<file path="config.mk">
export PLATFORM = sky130hd
export DESIGN_NAME = fan_speed_hysteresis_controller_flat
export DESIGN_NICKNAME = d
export VERILOG_FILES = /design/src/hdl/fsc_pkg.sv /design/src/hdl/fsc_ifs.sv /design/src/hdl/fan_speed_hysteresis_controller.sv /design/src/hdl/fsc_regs.sv /design/src/hdl/fsc_ctrl.sv /design/src/hdl/fsc_dp.sv /design/src/flat_wrapper.sv
export SDC_FILE = /design/constraint.sdc
export NUM_CORES = 1
export LEC_CHECK = 0
export ABC_AREA = 1
export BUFFER_PORTS_ARGS = -buffer_cell sky130_fd_sc_hd__buf_4
export CAP_MARGIN = 20
export CORE_MARGIN = 4
export CORE_UTILIZATION = 60
export CTS_BUF_LIST = sky130_fd_sc_hd__clkbuf_8
export CTS_CLUSTER_DIAMETER = 120
export DETAILED_ROUTE_END_ITERATION = 6
export GPL_TIMING_DRIVEN = 0
export PLACE_DENSITY = 0.75
export SYNTH_ARGS = -nofsm -noshare
export SYNTH_HDL_FRONTEND = slang
export SYNTH_SLANG_ARGS = --single-unit
export TNS_END_PERCENT = 10
</file>
<file path="constraint.sdc">
create_clock -name clk_i -period 10.6 [get_ports clk_i]
set_clock_uncertainty 0.05 [all_clocks]
set_input_delay 0 -clock clk_i [delete_from_list [all_inputs] [get_ports clk_i]]
set_output_delay 0 -clock clk_i [all_outputs]
set_load 0.01 [all_outputs]
</file>
<file path="src/hdl/fsc_pkg.sv">
package fsc_pkg;

  // Default number of fraction bits carried by the temperature average.
  localparam int AvgFracBitsDef = 16;

  // Field widths.
  localparam int TempW    = 13;
  localparam int WeightW  = 16;
  localparam int ThrW     = 11;
  localparam int CfgIdxW  = 3;
  localparam int CfgDataW = 16;

  // Throttle limits and the update hysteresis, in 1/16 percent.
  localparam int ThrMax   = 1600;
  localparam int HystStep = 16;

  // Average after reset: 25 degrees in 1/16 degree units.
  localparam int AvgResetTemp = 400;

  // Configuration register indexes.
  typedef enum logic [CfgIdxW-1:0] {
    REG_FULL_SPEED_TEMP = 3'd0,
    REG_RAMP_START_TEMP = 3'd1,
    REG_FAN_START_TEMP  = 3'd2,
    REG_FAN_STOP_TEMP   = 3'd3,
    REG_RISE_WEIGHT     = 3'd4,
    REG_FALL_WEIGHT     = 3'd5,
    REG_RAMP_GAIN       = 3'd6,
    REG_KICK_LEVEL      = 3'd7
  } cfg_reg_e;

  // Fan operating modes.
  typedef enum logic [1:0] {
    MODE_LOW  = 2'd0,
    MODE_KICK = 2'd1,
    MODE_RAMP = 2'd2,
    MODE_FULL = 2'd3
  } fan_mode_e;

  // Datapath commands issued by the sequencer, one per cycle.
  typedef enum logic [3:0] {
    OP_NONE    = 4'd0,
    OP_DIFF    = 4'd1,
    OP_AVG_LO  = 4'd2,
    OP_AVG_HI  = 4'd3,
    OP_AVG_UPD = 4'd4,
    OP_MODE    = 4'd5,
    OP_RAMP_LO = 4'd6,
    OP_RAMP_HI = 4'd7,
    OP_RESULT  = 4'd8
  } dp_op_e;

  // Configuration register file contents.
  typedef struct packed {
    logic signed [TempW-1:0] full_speed_temp;
    logic signed [TempW-1:0] ramp_start_temp;
    logic signed [TempW-1:0] fan_start_temp;
    logic signed [TempW-1:0] fan_stop_temp;
    logic [WeightW-1:0]      rise_weight;
    logic [WeightW-1:0]      fall_weight;
    logic [WeightW-1:0]      ramp_gain;
    logic [ThrW-1:0]         kick_level;
  } cfg_t;

  localparam cfg_t CfgReset = '{
    full_speed_temp: 13'sd1264,
    ramp_start_temp: 13'sd1168,
    fan_start_temp:  13'sd1120,
    fan_stop_temp:   13'sd1104,
    rise_weight:     16'd6554,
    fall_weight:     16'd655,
    ramp_gain:       16'd2560,
    kick_level:      11'd320
  };

endpackage

</file>
<file path="src/hdl/fsc_ifs.sv">
// Sample channel: one temperature reading per transfer.
interface fsc_in_if;
  import fsc_pkg::*;
  logic                    valid;
  logic                    ready;
  logic signed [TempW-1:0] temp_sample;

  modport source (output valid, output temp_sample, input ready);
  modport sink   (input valid, input temp_sample, output ready);
endinterface

// Result channel: held throttle, update flag and fan mode per transfer.
interface fsc_out_if;
  import fsc_pkg::*;
  logic            valid;
  logic            ready;
  logic [ThrW-1:0] throttle;
  logic            throttle_changed;
  logic [1:0]      fan_mode;

  modport source (output valid, output throttle, output throttle_changed, output fan_mode,
                  input ready);
  modport sink   (input valid, input throttle, input throttle_changed, input fan_mode,
                  output ready);
endinterface

</file>
<file path="src/hdl/fan_speed_hysteresis_controller.sv">
// Channel  | Direction | Payload                                  | Transfer
// in_ch    | sink      | temp_sample                              | valid && ready
// out_ch   | source    | throttle, throttle_changed, fan_mode     | valid && ready
// cfg      | write     | cfg_idx_i, cfg_wdata_i                   | cfg_we_i
//
// An item takes the transfer cycle, then seven sequencer steps on one shared
// multiplier (two for the average, two for the ramp) and the average update,
// compare and result steps. A new sample is taken only after the result step
// of the last one, once the sequencer is back in idle.
// A finished result waits in the output register while the next sample is taken;
// the sequencer stalls only if a second result is ready before the first leaves.
// Reset restores the configuration defaults, the 25 degree average and low mode.
module fan_speed_hysteresis_controller #(
  parameter int AVG_FRAC_BITS = fsc_pkg::AvgFracBitsDef
) (
  input  logic                          clk_i,
  input  logic                          rst_ni,
  fsc_in_if.sink                        in_ch,
  fsc_out_if.source                     out_ch,
  input  logic                          cfg_we_i,
  input  logic [fsc_pkg::CfgIdxW-1:0]   cfg_idx_i,
  input  logic [fsc_pkg::CfgDataW-1:0]  cfg_wdata_i
);
  import fsc_pkg::*;

  cfg_t   cfg;
  dp_op_e op;

  // Configuration registers.
  fsc_regs u_regs (
    .clk_i       (clk_i),
    .rst_ni      (rst_ni),
    .cfg_we_i    (cfg_we_i),
    .cfg_idx_i   (cfg_idx_i),
    .cfg_wdata_i (cfg_wdata_i),
    .cfg_o       (cfg)
  );

  // Sequencer and handshakes.
  fsc_ctrl u_ctrl (
    .clk_i       (clk_i),
    .rst_ni      (rst_ni),
    .in_valid_i  (in_ch.valid),
    .out_ready_i (out_ch.ready),
    .in_ready_o  (in_ch.ready),
    .out_valid_o (out_ch.valid),
    .op_o        (op)
  );

  // Averaging, mode and throttle datapath.
  fsc_dp #(
    .AVG_FRAC_BITS (AVG_FRAC_BITS)
  ) u_dp (
    .clk_i              (clk_i),
    .rst_ni             (rst_ni),
    .op_i               (op),
    .cfg_i              (cfg),
    .temp_sample_i      (in_ch.temp_sample),
    .throttle_o         (out_ch.throttle),
    .throttle_changed_o (out_ch.throttle_changed),
    .fan_mode_o         (out_ch.fan_mode)
  );

  // Only one sample is in work at a time.
  assert property (@(posedge clk_i) disable iff (!rst_ni)
    (in_ch.valid && in_ch.ready) |=> !in_ch.ready)
    else $error("sample taken while another is in work");

  // The held throttle never leaves its range.
  assert property (@(posedge clk_i) disable iff (!rst_ni)
    out_ch.valid |-> (out_ch.throttle <= ThrW'(ThrMax)))
    else $error("throttle above full scale");

  // An update in full mode drives the fan to full scale.
  assert property (@(posedge clk_i) disable iff (!rst_ni)
    (out_ch.valid && out_ch.throttle_changed && out_ch.fan_mode == MODE_FULL)
      |-> (out_ch.throttle == ThrW'(ThrMax)))
    else $error("full mode update without full throttle");

  // An update in low mode stops the fan.
  assert property (@(posedge clk_i) disable iff (!rst_ni)
    (out_ch.valid && out_ch.throttle_changed && out_ch.fan_mode == MODE_LOW)
      |-> (out_ch.throttle == '0))
    else $error("low mode update without zero throttle");

endmodule

</file>
<file path="src/hdl/fsc_regs.sv">
module fsc_regs (
  input  logic                          clk_i,
  input  logic                          rst_ni,
  input  logic                          cfg_we_i,
  input  logic [fsc_pkg::CfgIdxW-1:0]   cfg_idx_i,
  input  logic [fsc_pkg::CfgDataW-1:0]  cfg_wdata_i,
  output fsc_pkg::cfg_t                 cfg_o
);
  import fsc_pkg::*;

  cfg_t cfg_q, cfg_d;

  // Write decode: each register keeps the low bits of the write data.
  always_comb begin
    cfg_d = cfg_q;
    if (cfg_we_i) begin
      case (cfg_reg_e'(cfg_idx_i))
        REG_FULL_SPEED_TEMP: cfg_d.full_speed_temp = $signed(cfg_wdata_i[TempW-1:0]);
        REG_RAMP_START_TEMP: cfg_d.ramp_start_temp = $signed(cfg_wdata_i[TempW-1:0]);
        REG_FAN_START_TEMP:  cfg_d.fan_start_temp  = $signed(cfg_wdata_i[TempW-1:0]);
        REG_FAN_STOP_TEMP:   cfg_d.fan_stop_temp   = $signed(cfg_wdata_i[TempW-1:0]);
        REG_RISE_WEIGHT:     cfg_d.rise_weight     = cfg_wdata_i[WeightW-1:0];
        REG_FALL_WEIGHT:     cfg_d.fall_weight     = cfg_wdata_i[WeightW-1:0];
        REG_RAMP_GAIN:       cfg_d.ramp_gain       = cfg_wdata_i[WeightW-1:0];
        REG_KICK_LEVEL:      cfg_d.kick_level      = cfg_wdata_i[ThrW-1:0];
        default:             cfg_d = cfg_q;
      endcase
    end
  end

  always_ff @(posedge clk_i or negedge rst_ni) begin
    if (!rst_ni) begin
      cfg_q <= CfgReset;
    end else begin
      cfg_q <= cfg_d;
    end
  end

  assign cfg_o = cfg_q;

endmodule

</file>
<file path="src/hdl/fsc_ctrl.sv">
module fsc_ctrl (
  input  logic             clk_i,
  input  logic             rst_ni,
  input  logic             in_valid_i,
  input  logic             out_ready_i,
  output logic             in_ready_o,
  output logic             out_valid_o,
  output fsc_pkg::dp_op_e  op_o
);
  import fsc_pkg::*;

  typedef enum logic [7:0] {
    S_IDLE     = 8'b0000_0001,
    S_AVG_LO   = 8'b0000_0010,
    S_AVG_HI   = 8'b0000_0100,
    S_AVG_UPD  = 8'b0000_1000,
    S_MODE     = 8'b0001_0000,
    S_RAMP_LO  = 8'b0010_0000,
    S_RAMP_HI  = 8'b0100_0000,
    S_RESULT   = 8'b1000_0000
  } ctrl_state_e;

  ctrl_state_e state_q, state_d;
  logic        out_valid_q, out_valid_d;
  logic        out_free;

  // The output register can take a new result when empty or being emptied.
  assign out_free = !out_valid_q || out_ready_i;

  // Sequencer: one datapath command per state.
  always_comb begin
    state_d     = state_q;
    op_o        = OP_NONE;
    out_valid_d = out_valid_q;
    if (out_valid_q && out_ready_i) begin
      out_valid_d = 1'b0;
    end
    case (state_q)
      S_IDLE: begin
        if (in_valid_i) begin
          op_o    = OP_DIFF;
          state_d = S_AVG_LO;
        end
      end
      S_AVG_LO: begin
        op_o    = OP_AVG_LO;
        state_d = S_AVG_HI;
      end
      S_AVG_HI: begin
        op_o    = OP_AVG_HI;
        state_d = S_AVG_UPD;
      end
      S_AVG_UPD: begin
        op_o    = OP_AVG_UPD;
        state_d = S_MODE;
      end
      S_MODE: begin
        op_o    = OP_MODE;
        state_d = S_RAMP_LO;
      end
      S_RAMP_LO: begin
        op_o    = OP_RAMP_LO;
        state_d = S_RAMP_HI;
      end
      S_RAMP_HI: begin
        op_o    = OP_RAMP_HI;
        state_d = S_RESULT;
      end
      S_RESULT: begin
        // Wait here while the previous result has not been transferred.
        if (out_free) begin
          op_o        = OP_RESULT;
          out_valid_d = 1'b1;
          state_d     = S_IDLE;
        end
      end
      default: begin
        state_d = S_IDLE;
      end
    endcase
  end

  always_ff @(posedge clk_i or negedge rst_ni) begin
    if (!rst_ni) begin
      state_q     <= S_IDLE;
      out_valid_q <= 1'b0;
    end else begin
      state_q     <= state_d;
      out_valid_q <= out_valid_d;
    end
  end

  assign in_ready_o  = (state_q == S_IDLE);
  assign out_valid_o = out_valid_q;

endmodule

</file>
<file path="src/hdl/fsc_dp.sv">
module fsc_dp #(
  parameter int AVG_FRAC_BITS = fsc_pkg::AvgFracBitsDef
) (
  input  logic                           clk_i,
  input  logic                           rst_ni,
  input  fsc_pkg::dp_op_e                op_i,
  input  fsc_pkg::cfg_t                  cfg_i,
  input  logic signed [fsc_pkg::TempW-1:0] temp_sample_i,
  output logic [fsc_pkg::ThrW-1:0]       throttle_o,
  output logic                           throttle_changed_o,
  output logic [1:0]                     fan_mode_o
);
  import fsc_pkg::*;

  // Average width, difference width, shared multiplier widths.
  localparam int AW   = TempW + AVG_FRAC_BITS;
  localparam int DW   = AW + 1;
  localparam int HiW  = DW - 16;
  localparam int MulW = (HiW > 17) ? HiW : 17;
  localparam int PW   = MulW + WeightW + 1;
  localparam int AccW = PW + 16;
  localparam int RampShift = 8 + AVG_FRAC_BITS;
  localparam logic signed [AW-1:0] AvgReset =
    {TempW'(AvgResetTemp), {AVG_FRAC_BITS{1'b0}}};

  // State carried between items.
  logic signed [AW-1:0]   avg_q;
  fan_mode_e              mode_q;
  logic [ThrW-1:0]        held_q;

  // Working registers of one item.
  logic signed [DW-1:0]   d_q;
  logic [WeightW-1:0]     w_q;
  logic signed [PW-1:0]   p_q;
  logic signed [AccW-1:0] acc_q;

  // Result register.
  logic [ThrW-1:0]        out_thr_q;
  logic                   out_chg_q;
  logic [1:0]             out_mode_q;

  // Scaled sample and thresholds.
  logic signed [AW-1:0]   sample_s, full_s, rstart_s, fstart_s, stop_s;
  logic signed [DW-1:0]   diff_in, ramp_diff;

  assign sample_s = {temp_sample_i, {AVG_FRAC_BITS{1'b0}}};
  assign full_s   = {cfg_i.full_speed_temp, {AVG_FRAC_BITS{1'b0}}};
  assign rstart_s = {cfg_i.ramp_start_temp, {AVG_FRAC_BITS{1'b0}}};
  assign fstart_s = {cfg_i.fan_start_temp, {AVG_FRAC_BITS{1'b0}}};
  assign stop_s   = {cfg_i.fan_stop_temp, {AVG_FRAC_BITS{1'b0}}};

  assign diff_in   = DW'(sample_s) - DW'(avg_q);
  assign ramp_diff = DW'(avg_q) - DW'(stop_s);

  // Shared multiplier: low half of the difference unsigned, high half signed.
  logic signed [HiW-1:0]  d_hi;
  logic signed [MulW-1:0] mul_a;
  logic [WeightW-1:0]     mul_b;
  logic signed [PW-1:0]   mul_p;
  logic                   use_hi;

  assign d_hi   = d_q[DW-1:16];
  assign use_hi = (op_i == OP_AVG_HI) || (op_i == OP_RAMP_HI);
  assign mul_a  = use_hi ? MulW'(d_hi) : $signed(MulW'(d_q[15:0]));
  assign mul_b  = ((op_i == OP_RAMP_LO) || (op_i == OP_RAMP_HI)) ? cfg_i.ramp_gain : w_q;
  assign mul_p  = mul_a * $signed({1'b0, mul_b});

  // New mode from the updated average and the previous mode.
  fan_mode_e mode_next;
  always_comb begin
    if (avg_q >= full_s) begin
      mode_next = MODE_FULL;
    end else if (avg_q >= rstart_s) begin
      mode_next = MODE_RAMP;
    end else if (avg_q >= fstart_s) begin
      mode_next = MODE_KICK;
    end else if ((mode_q == MODE_KICK || mode_q == MODE_RAMP) && avg_q >= stop_s) begin
      mode_next = MODE_KICK;
    end else begin
      mode_next = MODE_LOW;
    end
  end

  // Candidate throttle for the current mode, saturated to the throttle range.
  logic signed [AccW-1:0] ramp_val;
  logic [ThrW-1:0]        cand;
  logic signed [ThrW:0]   step;
  logic                   changed;

  assign ramp_val = acc_q >>> RampShift;

  always_comb begin
    case (mode_q)
      MODE_FULL: cand = ThrW'(ThrMax);
      MODE_RAMP: begin
        if (acc_q < 0) begin
          cand = '0;
        end else if (ramp_val > AccW'(ThrMax)) begin
          cand = ThrW'(ThrMax);
        end else begin
          cand = ramp_val[ThrW-1:0];
        end
      end
      MODE_KICK: cand = (cfg_i.kick_level > ThrW'(ThrMax)) ? ThrW'(ThrMax) : cfg_i.kick_level;
      default:   cand = '0;
    endcase
  end

  // Update the held throttle only on a move of more than one percent.
  assign step    = $signed({1'b0, cand}) - $signed({1'b0, held_q});
  assign changed = (step > (ThrW+1)'(HystStep)) || (step < -(ThrW+1)'(HystStep));

  // State registers.
  always_ff @(posedge clk_i or negedge rst_ni) begin
    if (!rst_ni) begin
      avg_q  <= AvgReset;
      mode_q <= MODE_LOW;
      held_q <= '0;
    end else begin
      if (op_i == OP_AVG_UPD) begin
        avg_q <= avg_q + acc_q[AW-1:0];
      end
      if (op_i == OP_MODE) begin
        mode_q <= mode_next;
      end
      if (op_i == OP_RESULT && changed) begin
        held_q <= cand;
      end
    end
  end

  // Working and result registers.
  always_ff @(posedge clk_i) begin
    case (op_i)
      OP_DIFF: begin
        d_q <= diff_in;
        w_q <= (diff_in > 0) ? cfg_i.rise_weight : cfg_i.fall_weight;
      end
      OP_AVG_LO, OP_RAMP_LO: begin
        p_q <= mul_p;
      end
      OP_AVG_HI: begin
        acc_q <= AccW'(mul_p) + AccW'(p_q >>> 16);
      end
      OP_MODE: begin
        d_q <= ramp_diff;
      end
      OP_RAMP_HI: begin
        acc_q <= (AccW'(mul_p) <<< 16) + AccW'(p_q);
      end
      OP_RESULT: begin
        out_thr_q  <= changed ? cand : held_q;
        out_chg_q  <= changed;
        out_mode_q <= mode_q;
      end
      default: begin
      end
    endcase
  end

  assign throttle_o         = out_thr_q;
  assign throttle_changed_o = out_chg_q;
  assign fan_mode_o         = out_mode_q;

endmodule
</file>
<file path="src/flat_wrapper.sv">
// flat-port wrapper written by rule: the top's interface ports become plain ports
module fan_speed_hysteresis_controller_flat import fsc_pkg::*;
#(
  parameter int AVG_FRAC_BITS = fsc_pkg::AvgFracBitsDef
)
  (clk_i, rst_ni, cfg_we_i, cfg_idx_i, cfg_wdata_i, in_ch_valid, in_ch_temp_sample, in_ch_ready, out_ch_valid, out_ch_throttle, out_ch_throttle_changed, out_ch_fan_mode, out_ch_ready);
  fsc_in_if in_ch_i ();
  fsc_out_if out_ch_i ();
  input  logic clk_i;
  input  logic rst_ni;
  input  logic cfg_we_i;
  input  logic [fsc_pkg::CfgIdxW-1:0] cfg_idx_i;
  input  logic [fsc_pkg::CfgDataW-1:0] cfg_wdata_i;
  input wire logic [$bits(in_ch_i.valid)-1:0] in_ch_valid;
  input wire logic [$bits(in_ch_i.temp_sample)-1:0] in_ch_temp_sample;
  output wire logic [$bits(in_ch_i.ready)-1:0] in_ch_ready;
  output wire logic [$bits(out_ch_i.valid)-1:0] out_ch_valid;
  output wire logic [$bits(out_ch_i.throttle)-1:0] out_ch_throttle;
  output wire logic [$bits(out_ch_i.throttle_changed)-1:0] out_ch_throttle_changed;
  output wire logic [$bits(out_ch_i.fan_mode)-1:0] out_ch_fan_mode;
  input wire logic [$bits(out_ch_i.ready)-1:0] out_ch_ready;
  assign in_ch_i.valid = in_ch_valid;
  assign in_ch_i.temp_sample = in_ch_temp_sample;
  assign in_ch_ready = in_ch_i.ready;
  assign out_ch_valid = out_ch_i.valid;
  assign out_ch_throttle = out_ch_i.throttle;
  assign out_ch_throttle_changed = out_ch_i.throttle_changed;
  assign out_ch_fan_mode = out_ch_i.fan_mode;
  assign out_ch_i.ready = out_ch_ready;
  fan_speed_hysteresis_controller #(.AVG_FRAC_BITS(AVG_FRAC_BITS)) u_core (.clk_i(clk_i), .rst_ni(rst_ni), .in_ch(in_ch_i), .out_ch(out_ch_i), .cfg_we_i(cfg_we_i), .cfg_idx_i(cfg_idx_i), .cfg_wdata_i(cfg_wdata_i));
endmodule
</file>
==> impl_metrics.env, run 1 <==
export IMPL_cp_required_ns=10.92
export IMPL_gr_total_overflow=0
export IMPL_critPathCaptureType="flip-flop"
export IMPL_synth_async_reset_ratio=0.529
export IMPL_synth_area_top_cells="fa_1 (19%), edfxtp_1 (14%), nand2_1 (12%)"
export IMPL_crit_path_start="u_core.u_ctrl.state_q[0]$_DFFE_PN1P_"
export IMPL_h_tree_depth=2
export IMPL_core_area_mm2=0.0503
export IMPL_reg2reg_depth=43
export IMPL_die_w_um=234
export IMPL_cts_buffers=53
export IMPL_io_buffers=52
export IMPL_dieHeight_um=234
export IMPL_crit_slowest_cell="o21ai_1"
export IMPL_grt_pass1_vias=26100
export IMPL_reg2reg_slack_ns=0.50
export IMPL_worstPathBufferInverterCount=14
export IMPL_antenna_found_initial=1
export IMPL_area_growth_syn_to_layout_pct=10.2
export IMPL_vias_per_cell=5.61
export IMPL_tritoncts="built"
export IMPL_detail_route_antenna_nets=0
export IMPL_crit_end="u_core.u_dp.acc_q[45]$_DFFE_PN_"
export IMPL_rsz0062_at_grt="false"
export IMPL_synth_nets=4494
export IMPL_clock_latency_ns=0.65
export IMPL_synth_edff_count=144
export IMPL_worst_slew_pin_slew_ns=1.15
export IMPL_cap_violations=0
export IMPL_synth_common_cells="nand2_1 (978), inv_1 (758), nor2_1 (358), fa_1 (283), o21ai_0 (261)"
export IMPL_critPathArrivalTime_ns=10.42
export IMPL_gp_congestion=1.07
export IMPL_drive_above_1_share=0.0714
export IMPL_max_freq_mhz=99.0
export IMPL_r2r_start="u_core.u_ctrl.state_q[0]$_DFFE_PN1P_"
export IMPL_worst_path_stages=43
export IMPL_grt_pass1_wl_mm=141
export IMPL_grt_total_usage=0.334
export IMPL_hpwl_mm=71.5
export IMPL_cpLargestDelayFamily="adder cells"
export IMPL_outcome="complete, no violations"
export IMPL_nNetsFinal=4652
export IMPL_fillers=4339
export IMPL_path_class="reg -> reg"
export IMPL_die_area_mm2=0.0546
export IMPL_hp_class="in -> reg"
export IMPL_drt_wl_total_mm=90.1
export IMPL_cts_clk_slew_worst_paths_ns=0.06
export IMPL_setup_viol=0
export IMPL_finalHoldViolations=0
export IMPL_ctsLongestPathBuffers=3
export IMPL_grt_max_degree=121
export IMPL_timing_rr_end="u_core.u_dp.acc_q[45]$_DFFE_PN_"
export IMPL_ys_ff_latch=306
export IMPL_synth_largest_area_cell="fa_1"
export IMPL_drt_iter0_drc=2724
export IMPL_min_period_over_period=0.953
export IMPL_slowest_delay_ns=0.59
export IMPL_synth_top_cell_area_share=0.185
export IMPL_start_util=0.608
export IMPL_firstDrtPassIters=7
export IMPL_row_count=82
export IMPL_cts_root_buf="clkbuf_8"
export IMPL_drc=0
export IMPL_netlist_instances=3944
export IMPL_synth_main_ff_cell="edfxtp_1"
export IMPL_synth_most_common_cell="nand2_1"
export IMPL_drv_slew=0
export IMPL_yosysWarnings=0
export IMPL_dpl_cell_count=4672
export IMPL_path_max_fanout=11
export IMPL_ys_types=48
export IMPL_wire_per_inst_um=18.7
export IMPL_synth_area_mm2=0.0305
export IMPL_route_vias_total=27000
export IMPL_fin_crit_ns=10.10
export IMPL_io_pins=53
export IMPL_fin_cells=4818
export IMPL_avgSynthCellArea_um2=7.75
export IMPL_yosysSeqAreaShare=0.276
export IMPL_cts_sinks=306
export IMPL_critPathLaunchType="flip-flop"
export IMPL_slew_headroom=0.226
==> area by class of cell <==
cell class / count / area, um2 / area share
multi-input combinational: 2771 / 19000 / 0.563
sequential: 306 / 8420 / 0.250
inverter: 781 / 2940 / 0.0872
timing repair buffer: 104 / 976 / 0.0290
tap: 672 / 841 / 0.0250
clock buffer: 60 / 826 / 0.0245
buffer: 85 / 424 / 0.0126
clock inverter: 38 / 284 / 0.00844
antenna: 1 / 2.50 / 0.0000743
==> layer usage <==
| layer | global-route usage | wire [um] |
|---|---|---|
| met1 | 0.464 | 36800 |
| met2 | 0.500 | 38900 |
| met3 | 0.0829 | 9920 |
| met4 | 0.145 | 4520 |
| met5 | 0 | 0 |
==> timing repair <==
| item | CTS | global route |
|---|---|---|
| gates resized for setup | 7 | 55 |
| pin swaps | 0 | 2 |
| gates cloned | 0 | 1 |
| hold buffers | 40 | 0 |
| endpoints found under the setup margin | 18 | 28 |
| endpoints found under the hold margin | 260 | 0 |
| buffers inserted | 0 | 6 |
==> through the flow <==
step / cell area, um2 / utilization / hold WS (ns) / setup slack, ns / setup TNS, ns
final: 33700 / 0.670 / 0.0443 / 0.496 / 0
after global routing: 33700 / 0.670 / 0.0916 / 0.00351 / 0
after CTS: 33400 / 0.665 / 0.0172 / 0.0161 / 0
after detailed placement: 31900 / 0.634 / -0.138 / -0.401 / -3.97
after global placement: 31800 / 0.632 / 0.171 / -0.268 / -2.48
after floorplan: 30500 / - / -0.346 / 1.74 / 0
==> cell usage in the layout, fill, tap and decap left out, types with 45 or more instances in the layout <==
master    instances
nand2_1         976
xor2_1           54
clkbuf_1         52
fa_1            282
nand3_1         191
o21ai_0         257
nand4_1          45
buf_4            68
ha_1            230
dfrtp_1         127
nor2_1          355
clkbuf_8         60
inv_1           774
edfxtp_1        144
a21oi_1         162
==> cells by family after synthesis <==
family | synth area share
flops | 0.276
compound gates | 0.0930
mux | 0.000737
xor+xnor | 0.0218
simple gates | 0.221
fa+ha+maj | 0.280
buf+inv | 0.108
==> flip-flops by register name, summed over array words and instances (netlist names), 2 cells and up <==
register                flops
u_core.u_dp.p_q            34
u_core.u_dp.held_q         11
u_core.u_regs.cfg_o       111
u_core.u_dp.avg_q          29
u_core.u_dp.throttle_o     11
u_core.u_dp.w_q            16
u_core.u_ctrl.state_q       8
u_core.u_dp.acc_q          50
u_core.u_dp.mode_q          2
u_core.u_dp.d_q            30
u_core.u_dp.fan_mode_o      2
==> worst min-delay path: stages <==
cell	delay [ns]
buf_4	0.08
ha_1	0.22
nand3_1	0.10
nand2_1	0.09
nand2_1	0.05
o21ai_0	0.06
==> worst min-delay path by stage <==
| stage | startpoint | end | slack, ns | depth (start not counted) |
|---|---|---|---|---|
| 2_1_floorplan | rst_ni | u_core.u_ctrl.out_valid_o$_DFF_PN0_ | -0.35 | 0 |
| 3_3_place_gp | cfg_wdata_i[2] | u_core.u_regs.cfg_o[2]$_DFFE_PN0P_ | 0.17 | 3 |
| 3_5_place_dp | rst_ni | u_core.u_regs.cfg_o[39]$_DFFE_PN0P_ | -0.14 | 1 |
| 4_1_cts | in_ch_temp_sample[5] | u_core.u_dp.d_q[21]$_DFFE_PP_ | 0.02 | 6 |
| 5_1_grt | in_ch_temp_sample[5] | u_core.u_dp.d_q[21]$_DFFE_PP_ | 0.09 | 6 |
| 6_report | in_ch_temp_sample[5] | u_core.u_dp.d_q[21]$_DFFE_PP_ | 0.04 | 6 |
Power of run 1 is left out: the tool's default activity adds up to more than one toggle a clock period on the data nets, which glitch-free logic cannot reach.
==> run 2, diff against run 1 <==
==> constraint.sdc (replaced) <==
create_clock -name clk_i -period 11.45 [get_ports clk_i]
set_clock_uncertainty 0.05 [all_clocks]
set_input_delay 0 -clock clk_i [delete_from_list [all_inputs] [get_ports clk_i]]
set_output_delay 0 -clock clk_i [all_outputs]
set_load 0.01 [all_outputs]
==> run 2 against run 1 <==
Fmax down 7.8%. Final cell count is 0.12% lower. Routed wire length decreased by 0.61%. Worst setup slack got worse by 0.0033 ns. Count of clock-buffer cells in the layout unchanged. First-iteration DRC count increased by 2.6%. Die area stayed put. Register-to-register slack barely moved. Via count barely moved. Cell area is 0.66% lower. Critical path depth shrank 1. Utilization is 0.44 points lower.
==> impl_metrics.env, run 2 (same netlist as run 1, synthesis figures left out) <==
export IMPL_outcome="complete, no violations"
export IMPL_drv_slew=0
export IMPL_place_ws_ns=0.449
export IMPL_drt_wl_total_mm=89.5
export IMPL_tritoncts="built"
export IMPL_cts_buffers=53
export IMPL_rsz0062_at_grt="false"
export IMPL_setup_viol=0
export IMPL_vias_per_cell=5.61
export IMPL_drc=0
export IMPL_cp_required_ns=11.76
export IMPL_slew_headroom=0.243
export IMPL_critPathArrivalTime_ns=11.27
export IMPL_design_area_mm2=0.0334
export IMPL_core_area_mm2=0.0503
export IMPL_drt_iter0_drc=2795
export IMPL_setup_slack_ns=0.492
export IMPL_max_freq_mhz=91.3
export IMPL_grt_pass1_wl_mm=141
export IMPL_layout_common_cells="nand2_1 (978), inv_1 (774), nor2_1 (358)"
export IMPL_wire_per_inst_um=18.6
export IMPL_hp_class="in -> reg"
export IMPL_fillers=4375
export IMPL_drive_above_1_share=0.0635
export IMPL_fin_crit_ns=10.96
export IMPL_slowest_delay_ns=0.61
export IMPL_start_util=0.608
export IMPL_gp_congestion=1.07
export IMPL_min_period_over_period=0.957
export IMPL_grt_max_degree=121
export IMPL_critPathLaunchType="flip-flop"
export IMPL_cap_violations=0
export IMPL_nNetsFinal=4646
export IMPL_min_delay_path_depth=6
export IMPL_multi_input_area_mm2=0.0188
export IMPL_hpwl_mm=71.5
export IMPL_reg2reg_depth=42
export IMPL_final_common_cell="nand2_1"
export IMPL_place_area_mm2=0.0319
export IMPL_die_w_um=234
export IMPL_io_buffers=52
export IMPL_detail_route_antenna_nets=0
export IMPL_post_cts_buffers=0
export IMPL_tns_ns=0
export IMPL_critPathCaptureType="flip-flop"
export IMPL_gr_total_overflow=0
export IMPL_cts_sinks=306
export IMPL_h_tree_depth=2
export IMPL_dieHeight_um=234
export IMPL_path_max_fanout=10
export IMPL_finalHoldViolations=0
export IMPL_grt_total_usage=0.334
export IMPL_clock_latency_ns=0.66
export IMPL_path_class="reg -> reg"
export IMPL_row_count=82
export IMPL_seqCellArea_mm2=0.00842
export IMPL_die_area_mm2=0.0546
export IMPL_antenna_found_initial=1
export IMPL_firstDrtPassIters=6
export IMPL_cts_clk_slew_worst_paths_ns=0.06
export IMPL_area_growth_syn_to_layout_pct=9.47
export IMPL_ctsLongestPathBuffers=3
export IMPL_cts_root_buf="clkbuf_8"
export IMPL_crit_slowest_cell="nor2_1"
export IMPL_grt_pass1_vias=26100
export IMPL_largest_reg_flops=111
export IMPL_route_vias_total=27000
export IMPL_worst_slew_pin_slew_ns=1.13
export IMPL_io_pins=53
## run 2: cell count changes in the layout (fill, tap and decap cells not counted), moves of 5 or more
cell,change
clkbuf_4,-5
buf_2,+10
o21ai_1,+14
buf_4,-11
o21ai_2,-14
## run 2: routing by layer
metal | part of all wire | track usage | up-vias
li1 | - | - | 12700
met1 | 0.41 | 0.464 | 12700
met2 | 0.43 | 0.500 | 1330
met3 | 0.11 | 0.0829 | 231
met4 | 0.049 | 0.145 | 0
met5 | 0 | 0 | -
## run 2: layout make-up
type	count	area share
antenna	1	0.0000748
timing repair buffer	97	0.0271
buffer	86	0.0116
clock buffer	60	0.0247
sequential	306	0.252
tap	672	0.0251
inverter	781	0.0877
multi-input combinational	2771	0.563
clock inverter	38	0.00849
## run 2: worst max-delay path: cells and delay by family, from the launching register on
kind / cells / cell delay, ns
xor gates and xnor gates: 1 / 0.33
AOI/OAI and AO/OA: 4 / 1.33
buffers and inverters: 12 / 1.77
adders and majority gates: 8 / 3.75
DFF: 1 / 0.53
and+or+nand+nor: 17 / 2.90
## run 2: stage by stage
stage	hold slack, ns	utilization	std cells
detailed placement	-0.138	0.634	4672
CTS	0.0172	0.664	4810
floorplan	-0.346	-	3944
finish	0.0611	0.665	4812
global placement	0.171	0.632	4668
global route	0.0916	0.665	4811
## run 2: repair_timing
action                                  4_1_cts  5_1_grt
hold buffers                                 40        0
endpoints found under the setup margin        0       18
endpoints found under the hold margin       260        0
gates resized for setup                       0       11
## run 2: final timing paths
check	from	endpoint	slack, ns
worst max-delay path	u_core.u_ctrl.state_q[0]$_DFFE_PN1P_	u_core.u_dp.acc_q[45]$_DFFE_PN_	0.49
worst min-delay path	in_ch_temp_sample[5]	u_core.u_dp.d_q[21]$_DFFE_PP_	0.06
worst max register to register	u_core.u_ctrl.state_q[0]$_DFFE_PN1P_	u_core.u_dp.acc_q[45]$_DFFE_PN_	0.49
worst min register to register	u_core.u_regs.cfg_o[80]$_DFFE_PN0P_	u_core.u_regs.cfg_o[80]$_DFFE_PN0P_	0.43
max in group asynchronous	rst_ni	u_core.u_dp.avg_q[5]$_DFFE_PN0N_	10.23
min in group asynchronous	rst_ni	u_core.u_regs.cfg_o[34]$_DFFE_PN1P_	0.45
Power of run 2 is left out for the same reason.
